## src/sfr_pkg.sv

```systemverilog
// constants and types of the sbus frame receiver
// no dependencies
package sfr_pkg;

  localparam logic [7:0] HeaderByte      = 8'h0F;
  localparam logic [7:0] FooterByte      = 8'h00;
  localparam int         PayloadLen      = 23;
  localparam int         ChanBytes       = 22;
  localparam int         NumChans        = 16;
  localparam int         ChanWidth       = 11;
  localparam int         ChanIdxWidth    = 4;
  localparam int         AddrWidth       = $clog2(PayloadLen);
  localparam int         AccWidth        = ChanWidth + 7;
  localparam int         CntWidth        = $clog2(AccWidth + 1);
  localparam int         FlagFailsafeBit = 3;
  localparam int         FlagLostBit     = 2;
  localparam logic [7:0] MinGoodReset    = 8'd2;

  typedef enum logic [2:0] {
    FR_HUNT    = 3'b001,
    FR_PAYLOAD = 3'b010,
    FR_FOOTER  = 3'b100
  } sfr_frame_e;

  typedef enum logic [1:0] {
    UN_IDLE = 2'b01,
    UN_RUN  = 2'b10
  } sfr_unpack_e;

  typedef struct packed {
    logic start;
    logic failsafe;
    logic frame_lost;
  } sfr_start_t;

endpackage

```

## src/sfr_payload_ram.sv

```systemverilog
// payload byte store, one write port and one registered read port
// depends on sfr_pkg
module sfr_payload_ram import sfr_pkg::*; (
  input  logic                 clk_i,
  input  logic                 we_i,
  input  logic [AddrWidth-1:0] waddr_i,
  input  logic [7:0]           wdata_i,
  input  logic                 re_i,
  input  logic [AddrWidth-1:0] raddr_i,
  output logic [7:0]           rdata_o
);

  logic [7:0] mem_q [PayloadLen];
  logic [7:0] rdata_q;

  always_ff @(posedge clk_i) begin
    if (we_i) begin
      mem_q[waddr_i] <= wdata_i;
    end
    if (re_i) begin
      rdata_q <= mem_q[raddr_i];
    end
  end

  assign rdata_o = rdata_q;

endmodule

```

## src/sfr_frame_fsm.sv

```systemverilog
// frame sync: header hunt, payload write, footer check, good-frame count
// depends on sfr_pkg
module sfr_frame_fsm import sfr_pkg::*; (
  input  logic                 clk_i,
  input  logic                 rst_ni,
  input  logic                 cfg_we_i,
  input  logic [7:0]           cfg_wdata_i,
  input  logic                 rx_valid_i,
  input  logic [7:0]           rx_byte_i,
  input  logic                 busy_i,
  output logic                 wr_en_o,
  output logic [AddrWidth-1:0] wr_addr_o,
  output sfr_start_t           start_o
);

  sfr_frame_e           state_q, state_d;
  logic [AddrWidth-1:0] pos_q, pos_d;
  logic [7:0]           prev_q;
  logic [7:0]           good_q, good_d;
  logic [7:0]           min_good_q;
  logic                 failsafe_q, failsafe_d;
  logic                 lost_q, lost_d;
  logic                 accept;
  logic [7:0]           good_inc;

  assign accept   = rx_valid_i && !busy_i;
  assign good_inc = (good_q == 8'hFF) ? good_q : good_q + 8'd1;

  always_comb begin
    state_d    = state_q;
    pos_d      = pos_q;
    good_d     = good_q;
    failsafe_d = failsafe_q;
    lost_d     = lost_q;
    wr_en_o    = 1'b0;
    start_o    = '0;
    if (accept) begin
      unique case (state_q)
        FR_HUNT: begin
          if (rx_byte_i == HeaderByte && prev_q == FooterByte) begin
            state_d = FR_PAYLOAD;
            pos_d   = '0;
          end
        end
        FR_PAYLOAD: begin
          wr_en_o = 1'b1;
          if (pos_q == AddrWidth'(PayloadLen - 1)) begin
            state_d    = FR_FOOTER;
            failsafe_d = rx_byte_i[FlagFailsafeBit];
            lost_d     = rx_byte_i[FlagLostBit];
          end else begin
            pos_d = pos_q + 1'b1;
          end
        end
        FR_FOOTER: begin
          state_d = FR_HUNT;
          if (rx_byte_i == FooterByte) begin
            good_d = good_inc;
            if (good_inc > min_good_q) begin
              start_o.start = 1'b1;
            end
          end else begin
            good_d = '0;
          end
        end
        default: state_d = FR_HUNT;
      endcase
    end
    start_o.failsafe   = failsafe_q;
    start_o.frame_lost = lost_q;
  end

  assign wr_addr_o = pos_q;

  always_ff @(posedge clk_i or negedge rst_ni) begin
    if (!rst_ni) begin
      state_q    <= FR_HUNT;
      pos_q      <= '0;
      prev_q     <= '0;
      good_q     <= '0;
      min_good_q <= MinGoodReset;
      failsafe_q <= 1'b0;
      lost_q     <= 1'b0;
    end else begin
      state_q    <= state_d;
      pos_q      <= pos_d;
      good_q     <= good_d;
      failsafe_q <= failsafe_d;
      lost_q     <= lost_d;
      if (accept) begin
        prev_q <= rx_byte_i;
      end
      if (cfg_we_i) begin
        min_good_q <= cfg_wdata_i;
      end
    end
  end

endmodule

```

## src/sfr_unpack.sv

```systemverilog
// reads the payload back byte by byte and emits sixteen 11-bit channels
// depends on sfr_pkg
module sfr_unpack import sfr_pkg::*; (
  input  logic                    clk_i,
  input  logic                    rst_ni,
  input  sfr_start_t              start_i,
  output logic                    busy_o,
  output logic                    rd_en_o,
  output logic [AddrWidth-1:0]    rd_addr_o,
  input  logic [7:0]              rd_data_i,
  output logic                    out_valid_o,
  input  logic                    out_stall_i,
  output logic [ChanIdxWidth-1:0] channel_index_o,
  output logic [ChanWidth-1:0]    channel_value_o,
  output logic                    failsafe_o,
  output logic                    frame_lost_o,
  output logic                    last_o
);

  sfr_unpack_e             state_q, state_d;
  logic [AddrWidth-1:0]    addr_q, addr_d;
  logic                    inflight_q;
  logic [AccWidth-1:0]     acc_q, acc_d, acc_mid;
  logic [CntWidth-1:0]     cnt_q, cnt_d, cnt_mid;
  logic [ChanIdxWidth-1:0] ch_q, ch_d;
  logic                    fs_q, lost_q;
  logic                    out_valid_q;
  logic [ChanIdxWidth-1:0] out_idx_q;
  logic [ChanWidth-1:0]    out_val_q;
  logic                    out_fs_q, out_lost_q, out_last_q;
  logic                    out_free, emit, issue, run;

  assign run      = (state_q == UN_RUN);
  assign out_free = !out_valid_q || !out_stall_i;
  assign emit     = run && (cnt_q >= CntWidth'(ChanWidth)) && out_free;
  assign issue    = run && !inflight_q && (addr_q < AddrWidth'(ChanBytes))
                    && (cnt_q < CntWidth'(ChanWidth));

  always_comb begin
    state_d = state_q;
    addr_d  = addr_q;
    ch_d    = ch_q;
    cnt_mid = emit ? cnt_q - CntWidth'(ChanWidth) : cnt_q;
    acc_mid = emit ? acc_q >> ChanWidth : acc_q;
    acc_d   = acc_mid;
    cnt_d   = cnt_mid;
    if (inflight_q) begin
      acc_d = acc_mid | (AccWidth'(rd_data_i) << cnt_mid);
      cnt_d = cnt_mid + CntWidth'(8);
    end
    if (issue) begin
      addr_d = addr_q + 1'b1;
    end
    if (emit) begin
      ch_d = ch_q + 1'b1;
      if (ch_q == ChanIdxWidth'(NumChans - 1)) begin
        state_d = UN_IDLE;
      end
    end
    if (start_i.start) begin
      state_d = UN_RUN;
      addr_d  = '0;
      ch_d    = '0;
      acc_d   = '0;
      cnt_d   = '0;
    end
  end

  always_ff @(posedge clk_i or negedge rst_ni) begin
    if (!rst_ni) begin
      state_q     <= UN_IDLE;
      addr_q      <= '0;
      inflight_q  <= 1'b0;
      cnt_q       <= '0;
      ch_q        <= '0;
      out_valid_q <= 1'b0;
    end else begin
      state_q    <= state_d;
      addr_q     <= addr_d;
      inflight_q <= issue;
      cnt_q      <= cnt_d;
      ch_q       <= ch_d;
      if (emit) begin
        out_valid_q <= 1'b1;
      end else if (!out_stall_i) begin
        out_valid_q <= 1'b0;
      end
    end
  end

  always_ff @(posedge clk_i) begin
    acc_q <= acc_d;
    if (start_i.start) begin
      fs_q   <= start_i.failsafe;
      lost_q <= start_i.frame_lost;
    end
    if (emit) begin
      out_idx_q  <= ch_q;
      out_val_q  <= acc_q[ChanWidth-1:0];
      out_fs_q   <= fs_q;
      out_lost_q <= lost_q;
      out_last_q <= (ch_q == ChanIdxWidth'(NumChans - 1));
    end
  end

  assign busy_o          = run;
  assign rd_en_o         = issue;
  assign rd_addr_o       = addr_q;
  assign out_valid_o     = out_valid_q;
  assign channel_index_o = out_idx_q;
  assign channel_value_o = out_val_q;
  assign failsafe_o      = out_fs_q;
  assign frame_lost_o    = out_lost_q;
  assign last_o          = out_last_q;

endmodule

```

## src/sbus_frame_receiver_unit.sv

```systemverilog
// top level of the sbus frame receiver: frame sync, payload store, unpacker
// depends on sfr_pkg, sfr_frame_fsm, sfr_payload_ram, sfr_unpack
//
//  port group   direction  handshake              payload
//  rx           in         rx_valid_i/rx_stall_o  rx_byte_i
//  out          out        out_valid_o/out_stall_i channel_index_o .. last_o
//  cfg          in         cfg_we_i               cfg_wdata_i (min good frames)
//
// a byte other than a delivering footer does not hold the input
// a delivering footer holds the input while the unpacker reads the 22 channel
//   bytes from the payload store and emits 16 words
// rx_stall_o is high while the sixteen channels are being unpacked
// out_stall_i holds the output register and pauses the unpacker
// reset clears the framing, the good-frame count and sets the threshold to 2
module sbus_frame_receiver_unit import sfr_pkg::*; (
  input  logic                    clk_i,
  input  logic                    rst_ni,
  input  logic                    cfg_we_i,
  input  logic [7:0]              cfg_wdata_i,
  input  logic                    rx_valid_i,
  output logic                    rx_stall_o,
  input  logic [7:0]              rx_byte_i,
  output logic                    out_valid_o,
  input  logic                    out_stall_i,
  output logic [ChanIdxWidth-1:0] channel_index_o,
  output logic [ChanWidth-1:0]    channel_value_o,
  output logic                    failsafe_o,
  output logic                    frame_lost_o,
  output logic                    last_o
);

  logic                 busy;
  logic                 wr_en;
  logic [AddrWidth-1:0] wr_addr;
  logic                 rd_en;
  logic [AddrWidth-1:0] rd_addr;
  logic [7:0]           rd_data;
  sfr_start_t           start;

  sfr_frame_fsm u_frame (
    .clk_i       (clk_i),
    .rst_ni      (rst_ni),
    .cfg_we_i    (cfg_we_i),
    .cfg_wdata_i (cfg_wdata_i),
    .rx_valid_i  (rx_valid_i),
    .rx_byte_i   (rx_byte_i),
    .busy_i      (busy),
    .wr_en_o     (wr_en),
    .wr_addr_o   (wr_addr),
    .start_o     (start)
  );

  sfr_payload_ram u_ram (
    .clk_i   (clk_i),
    .we_i    (wr_en),
    .waddr_i (wr_addr),
    .wdata_i (rx_byte_i),
    .re_i    (rd_en),
    .raddr_i (rd_addr),
    .rdata_o (rd_data)
  );

  sfr_unpack u_unpack (
    .clk_i           (clk_i),
    .rst_ni          (rst_ni),
    .start_i         (start),
    .busy_o          (busy),
    .rd_en_o         (rd_en),
    .rd_addr_o       (rd_addr),
    .rd_data_i       (rd_data),
    .out_valid_o     (out_valid_o),
    .out_stall_i     (out_stall_i),
    .channel_index_o (channel_index_o),
    .channel_value_o (channel_value_o),
    .failsafe_o      (failsafe_o),
    .frame_lost_o    (frame_lost_o),
    .last_o          (last_o)
  );

  assign rx_stall_o = busy;

endmodule

```

## config.mk

```make
export PLATFORM = sky130hd
export DESIGN_NAME = sbus_frame_receiver_unit
export DESIGN_NICKNAME = d
export VERILOG_FILES = /design/src/sfr_pkg.sv /design/src/sfr_payload_ram.sv /design/src/sfr_frame_fsm.sv /design/src/sfr_unpack.sv /design/src/sbus_frame_receiver_unit.sv
export SDC_FILE = /design/constraint.sdc
export NUM_CORES = 1
export LEC_CHECK = 0
export BUFFER_PORTS_ARGS = -buffer_cell sky130_fd_sc_hd__buf_2
export CORE_UTILIZATION = 50
export CTS_CLUSTER_DIAMETER = 150
export DETAILED_ROUTE_END_ITERATION = 6
export HOLD_SLACK_MARGIN = 0.06
export PLACE_DENSITY = 0.66
export SLEW_MARGIN = 20
export SYNTH_ARGS = -nofsm -noshare
export SYNTH_HDL_FRONTEND = slang
export SYNTH_HIERARCHICAL = 1
export SYNTH_SLANG_ARGS = --single-unit
```

## constraint.sdc

```tcl
create_clock -name clk_i -period 7.7 [get_ports clk_i]
set_clock_uncertainty 0.2 [all_clocks]
set_input_delay 0.77 -clock clk_i [delete_from_list [all_inputs] [get_ports clk_i]]
set_output_delay 0.77 -clock clk_i [all_outputs]
set_load 0.01 [all_outputs]
```

==> flow_summary.ini <==
[run_status]
outcome = finished clean

[timing]
hold_viol = 0
fin_setup_tns_ns = 0
fmax_mhz = 206
worst_slew_pin_slew_ns = 0.897
period_share_pct = 63.0
period_needed_ns = 4.85
final-setup-viol-count = 0
rsz0062_at_grt = no
slew_headroom_pct = 40.0
drv_slew = 0

[routing]
drcViolationCount = 0
wire_per_inst_um = 19.1
wirelength_um = 24700
vias = 7521
drtIter0Drc = 532
drtPass1Iterations = 5
vias_per_cell = 5.81
antenna_left = 0

[floorplanning]
chipHeight_um = 160
core_area_um2 = 24500
start_util_pct = 51.3
die-area_um2 = 25700
rows = 57
io_pins = 41
die_w_um = 160

[setup_path]
cp.arrival_ns = 5.08
cp-end-kind = flop
path_class = reg2reg
crit_top_cell = nor2b_1
critPathRequiredTime_ns = 7.93
crit_buf_inv = 2
critical-path-top-delay-family = simple AND/OR/NAND/NOR gates
crit_fanout = 28
crit_path_max_incr_delay_ns = 0.74
crit_chain = nand2b_1 -> inv_1 -> nor2b_1 -> and2_1 -> and3_1 -> o311a_1 -> buf_4 -> nor2b_1 -> nor2b_1 -> a32oi_1 -> nor3_1 -> a221o_1
slowest_stage = nor2b_1
cp-start-kind = flop

[layout]
fin_util_pct = 56.5
final_nets = 984
seq_area_um2 = 8040
multi_input_area_um2 = 4140
drive_gt1_share_pct = 14.0
areaGrowthSynthToFinish_pct = 10.1
num_antenna_cells = 0
fillCellCount = 1904

[pwr]
switchingPower_uw = 612
powerDensity_nw_per_um2 = 220
p_comb_share_pct = 1.8
leakage_nw = 5.48
p_seq_share_pct = 54.4
peakVddDrop_mv = 0.180
internal_power_mw = 2.42
pwr-share-clk_pct = 43.8
swShare_pct = 20.2

[grt]
global_route.usage.total_pct = 19.6
first_global_vias = 7197
grt_antenna_before_repair = 0
grt_max_degree = 53
grt_pass1_wl_um = 39800
grt.overflow.total = 0

[clocking]
cts_resized = 0
path_clk_slew_ns = 0.06
cts_setup_buffers = 0
cts_made_buffers = 29
htree_levels = 1
cts_tree = done
clock_sink_count = 282
postCtsHoldBufs = 0
clk-insertion-delay-late_ns = 0.56
cts_root_buf = clkbuf_16
cts_max_path_buffers = 3

[synthesis]
seq_area_frac_synth_pct = 64.0
synth_top_family_by_area = simple AND/OR/NAND/NOR gates
syn-num-nets = 962
synth-async-reset-ratio_pct = 18.4
yosys.cell_count.top_type = edfxtp_1
synth_top_cell_by_area = edfxtp_1
ys_types = 88
synthTopCellsByCount = edfxtp_1, nand2_1, mux2i_1, nor2_1, dfrtp_1
synth_cells = 927
yosys.area_share.simple_pct = 10.5
synth_adder_area_share_pct = 1.40
synth_warnings = 6
yosysTopAreaCellShare_pct = 50.7
synthTopCellsByArea = edfxtp_1, dfrtp_1, mux2i_1, dfxtp_1, nand2_1
synthFlopType = edfxtp_1
synth-seq-cells = 282
muxShareOfSynthArea_pct = 10.0
synth_xor_area_share_pct = 0.977
syn_area_um2 = 12600
synth-compound-area-share_pct = 10.1
synth_edf_count = 212
synth.avg_cell_area_um2 = 13.5

[placed_design]
dpl.hpwl_um = 15600
routabilityCongestion = 0.836
portBuffers = 40

[hold_path]
hp-class = in2async

[run]
maxCapViolCount = 0
power by group through the flow:
stage               Clock, mW  Sequential (mW)  Combinational, mW
floorplan                   0             1.68             0.0215
global placement            0             1.68             0.0546
detailed placement          0             1.68             0.0566
CTS                      1.35             1.65             0.0566
global route             1.42             1.65             0.0638
finish                   1.33             1.65             0.0552
cells by family after synthesis:
group,after synthesis
flops,282
simple gates,263
compound gates,175
mux,105
buf+inv,74
xor+xnor,14
fa+ha+maj,14
cell type report:
class	count	area share (%)
Clock inverter	15	0.833
Timing Repair Buffer	47	1.83
Multi-Input combinational cell	571	29.9
Clock buffer	38	5.79
Inverter	18	0.525
Sequential cell	282	58.1
Tap cell	324	2.93
layout by cell type (no fill, tap or decap), drive strengths merged, types with 18 or more instances in the layout:
cell    synthesis  final
a22oi          25     25
inv            17     18
dfrtp          49     49
clkbuf         19     38
nand3          23     23
nand2          95     95
o21ai          32     32
edfxtp        212    212
nor2           63     63
dfxtp          18     18
mux2i          81     81
buf            37     47
a21oi          34     34
flip-flops by register name, indices dropped and copies added, names as in the netlist, 5 cells and up:
signal,flops
u_frame/min_good_q,8
u_frame/wr_addr_o,5
u_unpack/cnt_q,5
u_unpack/channel_value_o,11
u_frame/good_q,8
u_unpack/acc_q,18
u_frame/prev_q,8
u_unpack/rd_addr_o,5
u_ram/mem_q,184
u_ram/rdata_o,8
final timing paths:
path,to,depth (start not counted),start,slack (ns)
max in group asynchronous,u_unpack/rd_addr_o[2],2,rst_ni,6.66
min in group clk_i,u_frame/min_good_q[4],3,cfg_wdata_i[4],0.22
worst max-delay path,u_unpack/acc_q[10],12,u_unpack/state_q[0],2.85
worst min register to register,u_unpack/channel_value_o[6],0,u_unpack/acc_q[6],0.22
worst max register to register,u_unpack/acc_q[10],12,u_unpack/state_q[0],2.85
worst min-delay path,u_unpack/ch_q[0],2,rst_ni,0.13
metrics by stage:
| step | cells | cell area [um2] | power [mW] | worst slack, ns | hold WS (ns) |
|---|---|---|---|---|---|
| floorplan | 927 | 12600 | 1.70 | 3.82 | 0.200 |
| global placement | 1242 | 12900 | 1.74 | 3.08 | 0.212 |
| global route | 1295 | 13800 | 3.13 | 2.44 | 0.182 |
| finish | 1295 | 13800 | 3.04 | 2.85 | 0.130 |
| CTS | 1295 | 13800 | 3.06 | 2.88 | 0.152 |
| detailed placement | 1242 | 12900 | 1.74 | 2.96 | 0.216 |
routing by layer:
metal,track usage (%),vias up,wire length (um)
met5,0,-,0
met4,4.63,0,409
li1,-,3580,-
met1,28.6,3712,11200
met2,31.5,203,11800
met3,2.45,26,1250
Note: power is estimated with default switching activity, not from simulation.
